`src/rtl/core/dtl_pkg.sv`:
```
// Shared types and constants for the decision tree leaf lookup block.
`timescale 1ns / 1ps

package dtl_pkg;

  // Fixed field widths of the request and response channels
  localparam int unsigned FUNC_W     = 1;
  localparam int unsigned SLOT_W     = 10;
  localparam int unsigned FIDX_W     = 8;
  localparam int unsigned FIELD_W    = 32;
  localparam int unsigned TARGET_W   = 10;
  localparam int unsigned CHILD_W    = TARGET_W + 1;
  localparam int unsigned LEAF_BIT   = TARGET_W;
  localparam int unsigned LEAF_CNT_W = 11;

  // Command queue between front and back
  localparam int unsigned QUEUE_DEPTH = 2;
  localparam int unsigned QPTR_W      = 1;
  localparam int unsigned QCNT_W      = 2;

  // Request function codes
  localparam logic [FUNC_W-1:0] FUNC_NODE_WRITE  = 1'b0;
  localparam logic [FUNC_W-1:0] FUNC_FEATURE_LD  = 1'b1;

  typedef enum logic [1:0] {
    CMD_NODE,
    CMD_FEAT,
    CMD_WALK
  } cmd_kind_e;

  typedef enum logic [1:0] {
    WS_IDLE,
    WS_NODE,
    WS_FEAT
  } walk_state_e;

  // Classified command passed from front to back
  typedef struct packed {
    cmd_kind_e                  kind;
    logic                       store;
    logic [SLOT_W-1:0]          slot;
    logic [FIDX_W-1:0]          split_feature;
    logic signed [FIELD_W-1:0]  split_threshold;
    logic [CHILD_W-1:0]         left_child;
    logic [CHILD_W-1:0]         right_child;
    logic [FIDX_W-1:0]          feature_position;
    logic signed [FIELD_W-1:0]  feature_value;
  } cmd_t;

endpackage

```
`src/rtl/core/dtl_if.sv`:
```
// Request and response channel interfaces of the decision tree leaf lookup block.
`timescale 1ns / 1ps

interface dtl_req_if;
  logic                                valid;
  logic                                ready;
  logic [dtl_pkg::FUNC_W-1:0]          func;
  logic [dtl_pkg::SLOT_W-1:0]          node_slot;
  logic [dtl_pkg::FIDX_W-1:0]          split_feature;
  logic signed [dtl_pkg::FIELD_W-1:0]  split_threshold;
  logic                                left_is_leaf;
  logic [dtl_pkg::TARGET_W-1:0]        left_target;
  logic                                right_is_leaf;
  logic [dtl_pkg::TARGET_W-1:0]        right_target;
  logic [dtl_pkg::FIDX_W-1:0]          feature_position;
  logic signed [dtl_pkg::FIELD_W-1:0]  feature_value;
  logic                                feature_last;

  modport source (
    output valid, func, node_slot, split_feature, split_threshold, left_is_leaf,
           left_target, right_is_leaf, right_target, feature_position,
           feature_value, feature_last,
    input  ready
  );

  modport sink (
    input  valid, func, node_slot, split_feature, split_threshold, left_is_leaf,
           left_target, right_is_leaf, right_target, feature_position,
           feature_value, feature_last,
    output ready
  );
endinterface


```
`src/rtl/core/dtl_front.sv`:
```
// Front stage: accepts requests, classifies them and range checks the store slot.
`timescale 1ns / 1ps

module dtl_front #(
  parameter int unsigned MAX_NODES    = 1024,
  parameter int unsigned MAX_FEATURES = 256
) (
  input  logic           clk_i,
  input  logic           rst_ni,
  dtl_req_if.sink        req_i,
  output logic           cmd_valid_o,
  input  logic           cmd_ready_i,
  output dtl_pkg::cmd_t  cmd_o
);

  logic          valid_q;
  dtl_pkg::cmd_t cmd_q;
  dtl_pkg::cmd_t cmd_d;
  logic          accept;

  assign req_i.ready = !valid_q || cmd_ready_i;
  assign accept      = req_i.valid && req_i.ready;

  // Classify the request and check whether its slot exists
  always_comb begin
    cmd_d                  = '0;
    cmd_d.slot             = req_i.node_slot;
    cmd_d.split_feature    = req_i.split_feature;
    cmd_d.split_threshold  = req_i.split_threshold;
    cmd_d.left_child       = {req_i.left_is_leaf, req_i.left_target};
    cmd_d.right_child      = {req_i.right_is_leaf, req_i.right_target};
    cmd_d.feature_position = req_i.feature_position;
    cmd_d.feature_value    = req_i.feature_value;
    if (req_i.func == dtl_pkg::FUNC_NODE_WRITE) begin
      cmd_d.kind  = dtl_pkg::CMD_NODE;
      cmd_d.store = (int'(req_i.node_slot) < MAX_NODES);
    end else begin
      cmd_d.kind  = req_i.feature_last ? dtl_pkg::CMD_WALK : dtl_pkg::CMD_FEAT;
      cmd_d.store = (int'(req_i.feature_position) < MAX_FEATURES);
    end
  end

  // Stage valid
  always_ff @(posedge clk_i or negedge rst_ni) begin
    if (!rst_ni) begin
      valid_q <= 1'b0;
    end else if (accept) begin
      valid_q <= 1'b1;
    end else if (cmd_ready_i) begin
      valid_q <= 1'b0;
    end
  end

  // Stage payload
  always_ff @(posedge clk_i) begin
    if (accept) begin
      cmd_q <= cmd_d;
    end
  end

  assign cmd_valid_o = valid_q;
  assign cmd_o       = cmd_q;

endmodule

```
`src/flat_wrapper.sv`:
```
// flat-port wrapper written by rule: the top's interface ports become plain ports
module dtl_front_flat 
#(
  parameter int unsigned MAX_NODES    = 1024,
  parameter int unsigned MAX_FEATURES = 256
)
  (clk_i, rst_ni, cmd_valid_o, cmd_ready_i, cmd_o, req_i_valid, req_i_func, req_i_node_slot, req_i_split_feature, req_i_split_threshold, req_i_left_is_leaf, req_i_left_target, req_i_right_is_leaf, req_i_right_target, req_i_feature_position, req_i_feature_value, req_i_feature_last, req_i_ready);
  dtl_req_if req_i_i ();
  input  logic clk_i;
  input  logic rst_ni;
  output logic cmd_valid_o;
  input  logic cmd_ready_i;
  output dtl_pkg::cmd_t cmd_o;
  input wire logic [$bits(req_i_i.valid)-1:0] req_i_valid;
  input wire logic [$bits(req_i_i.func)-1:0] req_i_func;
  input wire logic [$bits(req_i_i.node_slot)-1:0] req_i_node_slot;
  input wire logic [$bits(req_i_i.split_feature)-1:0] req_i_split_feature;
  input wire logic [$bits(req_i_i.split_threshold)-1:0] req_i_split_threshold;
  input wire logic [$bits(req_i_i.left_is_leaf)-1:0] req_i_left_is_leaf;
  input wire logic [$bits(req_i_i.left_target)-1:0] req_i_left_target;
  input wire logic [$bits(req_i_i.right_is_leaf)-1:0] req_i_right_is_leaf;
  input wire logic [$bits(req_i_i.right_target)-1:0] req_i_right_target;
  input wire logic [$bits(req_i_i.feature_position)-1:0] req_i_feature_position;
  input wire logic [$bits(req_i_i.feature_value)-1:0] req_i_feature_value;
  input wire logic [$bits(req_i_i.feature_last)-1:0] req_i_feature_last;
  output wire logic [$bits(req_i_i.ready)-1:0] req_i_ready;
  assign req_i_i.valid = req_i_valid;
  assign req_i_i.func = req_i_func;
  assign req_i_i.node_slot = req_i_node_slot;
  assign req_i_i.split_feature = req_i_split_feature;
  assign req_i_i.split_threshold = req_i_split_threshold;
  assign req_i_i.left_is_leaf = req_i_left_is_leaf;
  assign req_i_i.left_target = req_i_left_target;
  assign req_i_i.right_is_leaf = req_i_right_is_leaf;
  assign req_i_i.right_target = req_i_right_target;
  assign req_i_i.feature_position = req_i_feature_position;
  assign req_i_i.feature_value = req_i_feature_value;
  assign req_i_i.feature_last = req_i_feature_last;
  assign req_i_ready = req_i_i.ready;
  dtl_front #(.MAX_NODES(MAX_NODES), .MAX_FEATURES(MAX_FEATURES)) u_core (.clk_i(clk_i), .rst_ni(rst_ni), .req_i(req_i_i), .cmd_valid_o(cmd_valid_o), .cmd_ready_i(cmd_ready_i), .cmd_o(cmd_o));
endmodule
```
`config.mk`:
```
export PLATFORM = sky130hd
export DESIGN_NAME = dtl_front_flat
export DESIGN_NICKNAME = d
export VERILOG_FILES = /design/src/rtl/core/dtl_pkg.sv /design/src/rtl/core/dtl_if.sv /design/src/rtl/core/dtl_front.sv /design/src/flat_wrapper.sv
export SDC_FILE = /design/constraint.sdc
export NUM_CORES = 1
export LEC_CHECK = 0
export BUFFER_PORTS_ARGS = -buffer_cell sky130_fd_sc_hd__buf_2
export CAP_MARGIN = 30
export CORE_UTILIZATION = 40
export CTS_BUF_LIST = sky130_fd_sc_hd__clkbuf_4 sky130_fd_sc_hd__clkbuf_8 sky130_fd_sc_hd__clkbuf_16
export CTS_CLUSTER_SIZE = 25
export DETAILED_ROUTE_END_ITERATION = 16
export GPL_TIMING_DRIVEN = 0
export PLACE_DENSITY = 0.77
export SETUP_SLACK_MARGIN = 0.1
export SYNTH_ARGS = -nofsm -noshare
export SYNTH_HDL_FRONTEND = slang
export SYNTH_SLANG_ARGS = --single-unit
```
`constraint.sdc`:
```
create_clock -name clk_i -period 4.1 [get_ports clk_i]
set_clock_uncertainty 0.15 [all_clocks]
set_input_delay 0.41 -clock clk_i [delete_from_list [all_inputs] [get_ports clk_i]]
set_output_delay 0.41 -clock clk_i [all_outputs]
set_load 0.005 [all_outputs]
```
==> results.json, run 1 <==
{
  "outcome": "stopped before the end",
  "lastStage": "clock tree synthesis",
  "error_line": "[ERROR RSZ-0060] Max buffer count reached.",
  "start_util_pct": 42.0,
  "synth_edf_count": 114,
  "avgSynthCellArea_um2": 28.7,
  "yosysWarningCount": 0,
  "gp_congestion": 0.783,
  "cts_resized": 0,
  "synth_cell_type_count": 9,
  "ys_seq_area_share_pct": 98.5,
  "dp_hpwl_um": 5670,
  "die_h_um": 95.6,
  "synth_area_leaders": "edfxtp_1 98%, dfrtp_1 0.71%, nand2b_4 0.39%",
  "cts_setup_buffers": 0,
  "cts_max_level": 4,
  "synth_seq_cells": 115,
  "rows": 33,
  "netlist_instances": 122,
  "cts_hold_buffers": 101,
  "async_flop_share_pct": 0.870,
  "port_buffers": 233,
  "pin_count": 235,
  "synth_nets": 240,
  "clockBufferDepth": 2,
  "cts.sinks": 115,
  "synth_top_area_cell": "edfxtp_1",
  "die_w_um": 95.6,
  "post-place-ws_ns": 2.00,
  "synth-main-ff-cell": "edfxtp_1",
  "postPlaceCellArea_um2": 4830,
  "cts_root_buffer": "clkbuf_8",
  "syn_area_um2": 3500,
  "yosysMostFrequentCell": "edfxtp_1",
  "cts_buffers": 17,
  "yosys.area.top_type_share_pct": 97.8
}
## metrics by stage
| step | std cells | hold slack, ns |
|---|---|---|
| after floorplan | 122 | -0.0356 |
| after global placement | 460 | 0.0361 |
| after detailed placement | 461 | 0.0354 |
## logic make-up after synthesis
family	Yosys count	synth area share (%)
buffers and inverters	1	0.215
flip-flops	115	98.5
other	1	0.107
AND/OR/NAND/NOR	5	1.18
==> inputs of run 2 (changes only) <==
Settings changed: CORE_UTILIZATION 40 to 25, CTS_BUF_LIST sky130_fd_sc_hd__clkbuf_4 sky130_fd_sc_hd__clkbuf_8 sky130_fd_sc_hd__clkbuf_16 to default, CTS_CLUSTER_SIZE 25 to default, PLACE_DENSITY 0.77 to default, PLACE_DENSITY_LB_ADDON from default to 0.15, SETUP_SLACK_MARGIN 0.1 to default.
==> run 2 against run 1 <==
Net effect:
- the flow now finishes without violations
- area after synthesis is the same
- synthesized cell count is the same
==> results.json, run 2 <==
{
  "hold_viol_final": 0,
  "max_slew.worst_pin.slew_ns": 0.794,
  "start_util_pct": 26.0,
  "synth.area.mux_share_pct": 0,
  "synth-simple-area-share_pct": 1.18,
  "vias": 2140,
  "synth-main-ff-cell": "edfxtp_1",
  "worstPathArrival_ns": 1.94,
  "final_layout_size_suffix_gt1_share_pct": 66.7,
  "final_nets": 494,
  "cts_tree": "built",
  "cts_max_level": 4,
  "grt_util_all_layers_pct": 11.3,
  "syn_to_final_growth_pct": 54.4,
  "slew_violations": 0,
  "cts.sinks": 115,
  "vias_per_cell": 3.80,
  "synth_area_leaders": "edfxtp_1 98%, dfrtp_1 0.71%, nand2b_4 0.39%",
  "clkTransAtPathRegs_ns": 0.05,
  "setup_viol": 0,
  "syn_area_um2": 3500,
  "synth_seq_cells": 115,
  "final_cell_mix": "233 x buf_2, 114 x edfxtp_1, 17 x clkbuf_16, 6 x clkinv_1",
  "grt_pass1_wl_um": 11600,
  "die_w_um": 120,
  "dp_hpwl_um": 5740,
  "synth_compound_area_share_pct": 0,
  "crit_required_ns": 4.02,
  "final_antenna_net_count": 0,
  "die_h_um": 120,
  "synth-xor-area-share_pct": 0,
  "drt-total-wl_um": 7870,
  "pin_count": 235,
  "worst_slew_margin_rel_pct": 47.1,
  "worst_setup_path_start_kind": "register",
  "avgSynthCellArea_um2": 28.7,
  "powerDensity_nw_per_um2": 509,
  "path_max_fanout": 58,
  "design_area_um2": 5410,
  "insertion_delay_ns": 0.40,
  "leakage_nw": 2.29,
  "cts_resized": 0,
  "clockBufferDepth": 2,
  "fin_crit_sh_pct": 49.1,
  "layout_commonest_cell": "buf_2",
  "yosys.area.top_type_share_pct": 97.8,
  "synth_edf_count": 114,
  "rows": 42,
  "cts_root_buffer": "clkbuf_16",
  "die-area_um2": 14500,
  "yosysWarningCount": 0,
  "grt_max_degree": 59,
  "async_flop_share_pct": 0.870,
  "endpoint_kind": "register",
  "gp_congestion": 0.671,
  "critPathKind": "register to register",
  "outcome": "finished, final reports clean",
  "yosysMostFrequentCell": "edfxtp_1",
  "drt_iter0_drc": 82,
  "cap_violations": 0,
  "ir_worst_vdd_v": 0.000195,
  "antenna_found_initial": 0,
  "netlist_instances": 122,
  "synth_top_family_by_area": "simple AND/OR/NAND/NOR gates",
  "hold_path_class": "primary input to register",
  "fillCellCount": 1292,
  "firstDrtPassIters": 4,
  "num_antenna_cells": 0,
  "synth_top_area_cell": "edfxtp_1",
  "drcViolationCount": 0,
  "synth_nets": 240,
  "cts_buffers": 17,
  "overflow": 0,
  "synth_fa_ha_area_share_pct": 0,
  "synth_cell_type_count": 9,
  "largest_reg_flops": 114,
  "rsz0062_at_grt": "false",
  "max_clock_freq_mhz": 497,
  "period_minus_slack_ns": 2.01,
  "cts_setup_buffers": 0,
  "grt_pass1_vias": 2182,
  "postPlaceCellArea_um2": 4910,
  "fin_setup_tns_ns": 0,
  "core_area_um2": 13500,
  "wl_per_cell_um": 14.0,
  "ys_seq_area_share_pct": 98.5,
  "port_buffers": 233
}
==> run 2: cell counts after synthesis <==
Identical to the previous run, type by type.
==> run 2: cell type report <==
cell class	count	area [µm²]	share of cell area, %
timing repair buffer	235	1200	22.3
sequential	115	3450	63.8
tap	176	220	4.07
multi-input combinational	6	45.0	0.833
buffer	1	7.51	0.139
clock buffer	20	437	8.08
clock inverter	10	45.0	0.833
==> run 2: final timing paths <==
| check | startpoint | end | slack, ns | cells after the start |
|---|---|---|---|---|
| hold reg to reg | u_core.cmd_valid_o$_DFFE_PN0P_ | u_core.cmd_valid_o$_DFFE_PN0P_ | 0.41 | 2 |
| max in group asynchronous | rst_ni | u_core.cmd_valid_o$_DFFE_PN0P_ | 3.55 | 2 |
| hold / removal | req_i_feature_value[7] | u_core.cmd_o[7]$_DFFE_PP_ | 0.03 | 1 |
| setup / recovery | u_core.cmd_valid_o$_DFFE_PN0P_ | u_core.cmd_o[95]$_DFFE_PP_ | 2.09 | 3 |
| setup reg to reg | u_core.cmd_valid_o$_DFFE_PN0P_ | u_core.cmd_o[95]$_DFFE_PP_ | 2.09 | 3 |
| min in group asynchronous | rst_ni | u_core.cmd_valid_o$_DFFE_PN0P_ | 0.16 | 2 |
==> run 2: power breakdown <==
group	leakage (nW)	switching (W)	internal, W
Combinational	0.961	0.0000768	0.0000837
Sequential	1.10	0.0000146	0.00137
Clock	0.234	0.000459	0.000744
==> run 2: stage by stage <==
stage / hold slack [ns] / setup WS (ns) / utilization, % / total power, W / instances
after floorplan: -0.0356 / 2.16 / - / 0.00145 / 122
after global placement: 0.0353 / 1.76 / 36.3 / 0.00157 / 531
after detailed placement: 0.0358 / 1.95 / 36.5 / 0.00158 / 532
after CTS: 0.00260 / 2.07 / 40.2 / 0.00280 / 563
after global routing: 0.00317 / 1.96 / 40.2 / 0.00286 / 563
final: 0.0310 / 2.09 / 40.2 / 0.00275 / 563
==> run 2: logic make-up after synthesis <==
| group | after synthesis |
|---|---|
| buffers and inverters | 1 |
| other | 1 |
| flip-flops | 115 |
| AND/OR/NAND/NOR | 5 |
==> run 2: timing repair <==
action	4_1_cts	5_1_grt
hold endpoints to repair	1	0
setup endpoints to repair	0	0
hold buffers	1	0
==> run 2: critical path: stages (launching register included) <==
cell and delay (ns):
dfrtp_1 0.41, nand2b_4 0.08, and2_4 0.65, buf_16 0.34
==> run 2: metal layers <==
layer,up-vias,GRT usage [%],routed length (µm)
met1,949,11.8,2890
met2,175,16.2,3450
met3,16,7.78,1360
li1,1000,-,-
met5,-,0,0
met4,0,7.41,173
Power figures use the tool's default switching activity.
